File: src/sv/ffa_pkg.sv
package ffa_pkg;

  localparam int ADDR_W         = 16;
  localparam int SIZE_W         = 17;
  localparam int NEED_W         = 18;
  localparam int BYTES_W        = 23;
  localparam int LOG_UNIT_BYTES = 6;
  localparam int LOG_CHUNK      = 10;
  localparam int MEM_DEPTH      = 1 << ADDR_W;

  localparam logic [NEED_W-1:0] WALK_LIMIT  = NEED_W'(2 * MEM_DEPTH + 8);
  localparam logic [NEED_W-1:0] SPACE_LIMIT = NEED_W'(65535);

  localparam logic [1:0] CFG_MIN_CHUNK = 2'd0;
  localparam logic [1:0] CFG_MAX_TOTAL = 2'd1;

  localparam logic [1:0] ST_OK      = 2'd0;
  localparam logic [1:0] ST_NOMEM   = 2'd1;
  localparam logic [1:0] ST_BADFREE = 2'd2;

  typedef enum logic [4:0] {
    CMD_NONE, CMD_CLEAR, CMD_LATCH, CMD_A_HEAD, CMD_A_LOAD, CMD_A_RD, CMD_A_EVAL,
    CMD_A_SPLIT, CMD_G_SIZE, CMD_G_CHECK, CMD_A_REHEAD, CMD_F_RD, CMD_F_CHK,
    CMD_I_START, CMD_I_RD, CMD_I_EVAL, CMD_I_RBP, CMD_I_RNX, CMD_I_RP,
    CMD_I_MERGE, CMD_I_LINK, CMD_OOM, CMD_BADF, CMD_DONE
  } cmd_e;

  typedef struct packed {
    logic clr_last;
    logic req_free;
    logic addr_null;
    logic is_free;
    logic fit;
    logic exact;
    logic at_rover;
    logic guard_over;
    logic taken_full;
    logic grow_over;
    logic range_bad;
    logic hdr_set;
    logic ins_stop;
    logic ins_over;
  } stat_t;

endpackage

File: src/sv/ffa_ctrl.sv
module ffa_ctrl (
  input  logic          clk_i,
  input  logic          rst_ni,
  input  logic          start_i,
  input  ffa_pkg::stat_t stat_i,
  output ffa_pkg::cmd_e cmd_o,
  output logic          busy_o,
  output logic          done_o
);
  import ffa_pkg::*;

  typedef enum logic [22:0] {
    S_CLEAR    = 23'd1,
    S_IDLE     = 23'd2,
    S_A_HEAD   = 23'd4,
    S_A_LOAD   = 23'd8,
    S_A_RD     = 23'd16,
    S_A_EVAL   = 23'd32,
    S_A_SPLIT  = 23'd64,
    S_G_SIZE   = 23'd128,
    S_G_CHECK  = 23'd256,
    S_A_REHEAD = 23'd512,
    S_F_RD     = 23'd1024,
    S_F_CHK    = 23'd2048,
    S_I_START  = 23'd4096,
    S_I_RD     = 23'd8192,
    S_I_EVAL   = 23'd16384,
    S_I_RBP    = 23'd32768,
    S_I_RNX    = 23'd65536,
    S_I_RP     = 23'd131072,
    S_I_MERGE  = 23'd262144,
    S_I_LINK   = 23'd524288,
    S_OOM      = 23'd1048576,
    S_BADF     = 23'd2097152,
    S_DONE     = 23'd4194304
  } state_e;

  state_e state_q, state_d;

  always_comb begin
    state_d = state_q;
    cmd_o   = CMD_NONE;
    case (state_q)
      S_CLEAR: begin
        cmd_o = CMD_CLEAR;
        if (stat_i.clr_last) state_d = S_IDLE;
      end
      S_IDLE: begin
        if (start_i) begin
          cmd_o = CMD_LATCH;
          if (!stat_i.req_free) state_d = S_A_HEAD;
          else if (stat_i.addr_null) state_d = S_DONE;
          else state_d = S_F_RD;
        end
      end
      S_A_HEAD: begin
        cmd_o   = CMD_A_HEAD;
        state_d = S_A_LOAD;
      end
      S_A_LOAD: begin
        cmd_o   = CMD_A_LOAD;
        state_d = S_A_RD;
      end
      S_A_RD: begin
        cmd_o   = CMD_A_RD;
        state_d = S_A_EVAL;
      end
      S_A_EVAL: begin
        cmd_o = CMD_A_EVAL;
        if (stat_i.fit) state_d = stat_i.exact ? S_DONE : S_A_SPLIT;
        else if (stat_i.at_rover) state_d = S_G_SIZE;
        else if (stat_i.guard_over) state_d = S_OOM;
        else state_d = S_A_RD;
      end
      S_A_SPLIT: begin
        cmd_o   = CMD_A_SPLIT;
        state_d = S_DONE;
      end
      S_G_SIZE: begin
        cmd_o   = CMD_G_SIZE;
        state_d = stat_i.taken_full ? S_OOM : S_G_CHECK;
      end
      S_G_CHECK: begin
        cmd_o   = CMD_G_CHECK;
        state_d = stat_i.grow_over ? S_OOM : S_I_START;
      end
      S_A_REHEAD: begin
        cmd_o   = CMD_A_REHEAD;
        state_d = stat_i.guard_over ? S_OOM : S_A_LOAD;
      end
      S_F_RD: begin
        cmd_o   = CMD_F_RD;
        state_d = stat_i.range_bad ? S_BADF : S_F_CHK;
      end
      S_F_CHK: begin
        cmd_o   = CMD_F_CHK;
        state_d = stat_i.hdr_set ? S_I_START : S_BADF;
      end
      S_I_START: begin
        cmd_o   = CMD_I_START;
        state_d = S_I_RD;
      end
      S_I_RD: begin
        cmd_o   = CMD_I_RD;
        state_d = S_I_EVAL;
      end
      S_I_EVAL: begin
        cmd_o = CMD_I_EVAL;
        if (stat_i.ins_stop) state_d = S_I_RBP;
        else if (stat_i.ins_over) state_d = stat_i.is_free ? S_BADF : S_OOM;
        else state_d = S_I_RD;
      end
      S_I_RBP: begin
        cmd_o   = CMD_I_RBP;
        state_d = S_I_RNX;
      end
      S_I_RNX: begin
        cmd_o   = CMD_I_RNX;
        state_d = S_I_RP;
      end
      S_I_RP: begin
        cmd_o   = CMD_I_RP;
        state_d = S_I_MERGE;
      end
      S_I_MERGE: begin
        cmd_o   = CMD_I_MERGE;
        state_d = S_I_LINK;
      end
      S_I_LINK: begin
        cmd_o   = CMD_I_LINK;
        state_d = stat_i.is_free ? S_DONE : S_A_REHEAD;
      end
      S_OOM: begin
        cmd_o   = CMD_OOM;
        state_d = S_DONE;
      end
      S_BADF: begin
        cmd_o   = CMD_BADF;
        state_d = S_DONE;
      end
      S_DONE: begin
        cmd_o   = CMD_DONE;
        state_d = S_IDLE;
      end
      default: state_d = S_IDLE;
    endcase
  end

  always_ff @(posedge clk_i or negedge rst_ni) begin
    if (!rst_ni) begin
      state_q <= S_CLEAR;
    end else begin
      state_q <= state_d;
    end
  end

  assign busy_o = (state_q != S_IDLE);
  assign done_o = (state_q == S_DONE);

endmodule

File: config.mk
export PLATFORM = sky130hd
export DESIGN_NAME = ffa_ctrl
export DESIGN_NICKNAME = d
export VERILOG_FILES = /design/src/sv/ffa_pkg.sv /design/src/sv/ffa_ctrl.sv
export SDC_FILE = /design/constraint.sdc
export NUM_CORES = 1
export LEC_CHECK = 0
export BUFFER_PORTS_ARGS = -buffer_cell sky130_fd_sc_hd__buf_2
export CAP_MARGIN = 10
export CORE_MARGIN = 3
export CORE_UTILIZATION = 47
export DETAILED_ROUTE_END_ITERATION = 12
export PLACE_DENSITY = 0.68
export SYNTH_ARGS = -nofsm -noshare
export SYNTH_HDL_FRONTEND = slang
export SYNTH_SLANG_ARGS = --single-unit
File: constraint.sdc
create_clock -name clk_i -period 6 [get_ports clk_i]
set_clock_uncertainty 0.1 [all_clocks]
set_input_delay 0.3 -clock clk_i [delete_from_list [all_inputs] [get_ports clk_i]]
set_output_delay 0.3 -clock clk_i [all_outputs]
set_load 0.01 [all_outputs]
==> out/qor.txt, run 1 <==
Cells after Synth: 165
Synthesized area: 1520 sq um
Die Y: 62.9 microns
CTS tree: yes
Vias in the first global route: 1408
Critical Path Start Type: flop
Headroom to the max-slew limit: 0.665
Clock Pin Slew Worst Setup and Hold Paths: 120 ps
Via/cell ratio: 6.15
Routability cong.: 0.919
Commonest non-fill, non-tap cell in the layout: buf_2
Die width: 62.9 microns
R2r startpoint: state_q[16]$_DFFE_PN0P_
Number of DRC markers in iteration 0: 73
Leak: 0.782 nW
Total number of vias: 1440
Core ar.: 3080 sq um
Slew Viols, Final: 0
Syn nets: 182
Largest registers: state_q (23)
Number of remaining DRC errors: 0
Total gr overflow: 0
Pre-CTS setup slack: 3200 ps
Root Driver: clkbuf_4
Seq/Total Area, Yosys: 0.379
Max FFs per register: 23
Largest net degree at the start of global routing: 24
Worst skew pair latency: 310 ps
Max cap viols: 0
Antenna viol nets, final: 0
Initial Util: 0.494
Fmax: 314 MHz
CTS sink count: 23
Slew @ Worst Pin: 499 ps
Crit path DAT: 2780 ps
Worst hold stages: 2
Syn-to-layout area delta: 12.6%
Fin worst setup slack: 2820 ps
Worst setup path startpoint: state_q[16]$_DFFE_PN0P_
RSZ-0062 raised after global routing: false
R2R Setup Slk: 3460 ps
Post-CTS Setup Bufs: 0
Commonest cells after routing, fill and taps aside: buf_2 (23), dfrtp_1 (22), nor2_1 (19), nand2_1 (10), nor3_1 (10)
Synth Register Bits: 23
Setup Crit Path Kind: reg2out
Area fraction of the dominant cell type after synthesis: 0.362
Number of flops mapped to enable cells by yosys: 0
Yosys top cell by area: dfrtp_1
Critical-path maximum fanout: 7
Final number of setup-violating endpoints: 0
Syn Area/Cell: 9.21 sq um
CTS buffer count: 3
Top post-synthesis cells by area: dfrtp_1 (36%), nor2_1 (4.7%), nor3_1 (3.3%), nand4b_1 (2.9%), nor4_4 (2.8%)
Initial antenna violation count: 0
Worst Setup EP: cmd_o[0]
VDD IR max: 0.127 mV
GRT Util Overall: 0.211
Critical path required time: 5600 ps
Row count: 20
Die ar.: 3950 sq um
Post-synth cell types: 49
CP Capture Type: primary output
Wire per inst: 16.5 microns
Min Clock Period, post-route: 3180 ps
Share of cells above drive strength 1: 0.200
Pwr dens: 290 nW/um^2
Worst Reg-to-Reg Cells: 6
Register name with the most flops: state_q
Diode count: 0
FFs w/ async S/R, synth: 1.00
I/O Buffers: 23
1st-pass router iterations: 4
HP Class: in2reg
First-pass GRT wire length: 6620 microns
Main synth FF type: dfrtp_1
Final WL: 3860 microns
Status: finished, final reports clean
Clk buf depth: 2
Dpl hpwl: 3120 microns
Post-Route Setup TNS: 0 ps
Warnings from Yosys: 0
Fin crit share: 0.531
R2R Path End: state_q[20]$_DFFE_PN0P_
Nets@finish: 208
Hold Vio Cnt, Final: 0
Boundary Pins: 24
# H-tree levels: 1
-- per-layer routing --
layer  track usage  vias to the layer above  routed length [microns]
met3        0.0288                       14                      235
met5             0                        -                        0
met4         0.102                        0                      128
met1         0.295                      676                     1740
met2         0.319                       57                     1750
li1              -                      693                        -
-- where the power goes --
part | switching, mW | internal, mW
clock | 0.0467 | 0.0260
sequential | 0.0192 | 0.166
combinational | 0.147 | 0.0913
-- synthesized netlist by cell type (3+ instances only) --
master    count
nor4_2        3
nand2_1      10
nand4b_1      5
nor2_1       19
inv_1         6
o21ai_0       7
nor4_1        5
or3_1         5
nor4b_1       3
nand2b_1      4
a21oi_1       5
dfrtp_1      22
xor2_1        3
nand4_1       4
or4_1         5
nand3_1       3
nand3b_1      3
nor3b_1       5
buf_2         3
nor3_1       10
-- final cells by class --
class | count | area [sq um]
clock buffers | 4 | 26.3
fillers | 284 | 1370
inverters | 6 | 22.5
well taps | 44 | 55.1
repair buffers | 24 | 125
flip-flops and latches | 23 | 577
multi-input cells | 133 | 906
-- worst max-delay path, stage by stage (launching register included) --
cell and delay (ps):
dfrtp_1 470, nor4_4 460, nand2_2 160, or4_4 590, nor4b_4 350, or4_1 180
nand4bb_1 130, buf_2 140
-- per-stage QoR --
step	total power [mW]	utilization	std cells	instance area, sq um	hold WS, ps
2_1_floorplan	0.355	-	165	1520	-95.6
3_5_place_dp	0.423	0.544	229	1680	204
5_1_grt	0.534	0.556	234	1710	14.6
3_3_place_gp	0.420	0.544	229	1680	197
4_1_cts	0.496	0.556	234	1710	2.35
6_report	0.497	0.556	234	1710	8.63
-- worst min path at each step --
stage	startpoint	to	slack (ps)
floorplan	rst_ni	state_q[10]$_DFFE_PN0P_	-100
global placement	rst_ni	state_q[14]$_DFFE_PN0P_	200
detailed placement	rst_ni	state_q[12]$_DFFE_PN0P_	200
CTS	stat_i[13]	state_q[0]$_DFFE_PN1P_	2
global route	stat_i[13]	state_q[0]$_DFFE_PN1P_	10
finish	stat_i[13]	state_q[0]$_DFFE_PN1P_	9
-- timing repair --
item                                   4_1_cts  5_1_grt
hold buffers                                 1        0
gates resized for setup                      0        0
endpoints found under the hold margin       22        0
-- logic make-up after synthesis --
logic type | after synthesis | share of synthesized area
AO/OA/AOI/OAI | 25 | 0.109
buffers and inverters | 9 | 0.0247
flip-flops | 23 | 0.379
XOR/XNOR | 5 | 0.0288
AND/OR/NAND/NOR | 103 | 0.458
(Power assumes the default switching activity.)
==> run 2: changes to the inputs <==
- clock period: 6 -> 3.1 ns (I/O delays scaled with it)
==> run 2 against run 1 <==
  * First-iteration DRC count increased by 51%
  * Power up 110%
  * Sequential share of layout area is 3.6 points lower
  * Sequential cell count unchanged
  * Count of clock-buffer cells in the layout down 1
  * Critical path depth unchanged
  * Core utilization grew 6.8 points
  * Register-to-register slack lost 3200 ps
  * Highest routed layer unchanged
==> out/qor.txt, run 2 (synthesized netlist as in run 1, its figures left out) <==
Status: finished, final reports clean (unchanged)
Pre-CTS setup slack: 462 ps (was 3200 ps)
I/O Buffers: 23 (unchanged)
# H-tree levels: 1 (unchanged)
Pwr dens: 531 nW/um^2 (was 290 nW/um^2)
1st-pass router iterations: 5 (was 4)
Leak: 0.884 nW (was 0.782 nW)
CP Capture Type: primary output (unchanged)
CP peak stage delay: 580 ps (was 590 ps)
Register name with the most flops: state_q (unchanged)
Total gr overflow: 0 (unchanged)
Headroom to the max-slew limit: 0.656 (was 0.665)
Share of cells above drive strength 1: 0.210 (was 0.200)
Buf/Inv on CP: 1 (unchanged)
Max FFs per register: 23 (unchanged)
Hold Vio Cnt, Final: 0 (unchanged)
Slew Viols, Final: 0 (unchanged)
Die width: 62.9 microns (unchanged)
CTS tree: yes (unchanged)
Critical Path Start Type: flop (unchanged)
CP Cell Sequence: nor4_4, nand2_2, or4_4, nor4b_4, or4_1, nand4bb_1, buf_2 (unchanged)
Commonest non-fill, non-tap cell in the layout: buf_2 (unchanged)
Initial antenna violation count: 0 (unchanged)
Dpl hpwl: 3080 microns (was 3120 microns)
Largest net degree at the start of global routing: 24 (unchanged)
Fin crit share: 0.950
Fillers: 254 (was 284)
Post-Route Setup TNS: 0 ps (unchanged)
Fin worst setup slack: 154 ps (was 2820 ps)
Nets@finish: 228 (was 208)
CTS sink count: 23 (unchanged)
CTS buffer count: 3 (unchanged)
Wire per inst: 16.3 microns (was 16.5 microns)
Final number of setup-violating endpoints: 0 (unchanged)
Min Clock Period, post-route: 2950 ps
GRT Util Overall: 0.214 (was 0.211)
Critical path required time: 2840 ps (was 5600 ps)
Worst hold slack: 38.6 ps (was 8.63 ps)
Clock Pin Slew Worst Setup and Hold Paths: 140 ps (was 120 ps)
Number of DRC markers in iteration 0: 110 (was 73)
Family with the most delay on the worst path: simple AND/OR/NAND/NOR gates (unchanged)
Power, Total: 1.02 mW (was 497 uW)
Final core occ: 0.624 (was 0.556)
Commonest cells after routing, fill and taps aside: buf_2 (23), dfrtp_1 (21), nor2_1 (19), dlygate4sd3_1 (17) (was buf_2 (23), dfrtp_1 (22), nor2_1 (19), nand2_1 (10), nor3_1 (10))
Vias in the first global route: 1464 (was 1408)
Max cap viols: 0 (unchanged)
First-pass GRT wire length: 6820 microns (was 6620 microns)
Worst skew pair latency: 330 ps (was 310 ps)
Crit path DAT: 2690 ps (was 2780 ps)
Clk buf depth: 2 (unchanged)
Final cell count without fillers: 254 (was 234)
Root Driver: clkbuf_4 (unchanged)
Die Y: 62.9 microns (unchanged)
Final Cell Area: 1920 sq um (was 1710 sq um)
Boundary Pins: 24 (unchanged)
Placed cell area: 1680 sq um (about the same)
Antenna viol nets, final: 0 (unchanged)
Fmax: 339 MHz
Routability cong.: 0.924 (was 0.919)
VDD IR max: 0.348 mV (was 0.127 mV)
Total number of vias: 1549 (was 1440)
Slowest CP cell: or4_4 (unchanged)
Slew @ Worst Pin: 516 ps (was 499 ps)
Via/cell ratio: 6.10 (was 6.15)
Diode count: 0 (unchanged)
Setup Crit Path Kind: reg2out (unchanged)
Core ar.: 3080 sq um (unchanged)
Number of remaining DRC errors: 0 (unchanged)
Largest registers: state_q (23) (unchanged)
DP Cell Count: 230 (was 229)
Critical-path maximum fanout: 7 (unchanged)
Syn-to-layout area delta: 26.4% (was 12.6%)
Final WL: 4140 microns (was 3860 microns)
Row count: 20 (unchanged)
HP Class: in2reg (unchanged)
Initial Util: 0.494 (unchanged)
Die ar.: 3950 sq um (unchanged)
-- run 2: what timing repair did --
| action | 4_1_cts | 5_1_grt |
|---|---|---|
| setup buffers | 0 | 3 |
| setup endpoints to repair | 0 | 2 |
| hold buffers | 17 | 0 |
| hold endpoints to repair | 38 | 0 |
| gates resized for setup | 0 | 3 |
-- run 2: worst reg2reg max path, cell delays in order (launching register included) --
cell           delay, ps
dfrtp_1              510
nor4_2               450
nand4_1              360
nor2_1               270
and4b_1              300
inv_1                 50
o21ai_0              140
dlygate4sd3_1        560
-- run 2: report_power, final --
group	switching, mW	internal, mW	total, mW
sequential	0.0424	0.322	0.364
clock	0.0950	0.0484	0.143
combinational	0.299	0.214	0.512
total	0.436	0.584	1.02
-- run 2: final timing paths --
path | start | to | slack [ps] | depth (start not counted)
max | state_q[18]$_DFFE_PN0P_ | cmd_o[0] | 150 | 7
min | stat_i[7] | state_q[4]$_DFFE_PN0P_ | 40 | 3
max reg2reg | state_q[12]$_DFFE_PN0P_ | state_q[12]$_DFFE_PN0P_ | 310 | 7
min reg2reg | state_q[0]$_DFFE_PN1P_ | state_q[0]$_DFFE_PN1P_ | 480 | 2
max in group asynchronous | rst_ni | state_q[0]$_DFFE_PN1P_ | 2300 | 2
min in group asynchronous | rst_ni | state_q[14]$_DFFE_PN0P_ | 200 | 2
-- run 2: layout make-up --
cell class / count / area [sq um] / share of cell area
sequential: 23 / 578 / 0.301
multi-input combinational: 133 / 923 / 0.480
clock inverter: 1 / 5.00 / 0.00260
inverter: 6 / 22.5 / 0.0117
tap: 44 / 55.1 / 0.0286
clock buffer: 3 / 22.5 / 0.0117
timing repair buffer: 44 / 315 / 0.164
-- run 2: routing by layer --
| layer | track usage | share of wire |
|---|---|---|
| met1 | 0.297 | 0.42 |
| met2 | 0.343 | 0.47 |
| met3 | 0.0414 | 0.084 |
| met4 | 0.0523 | 0.022 |
| met5 | 0 | 0 |
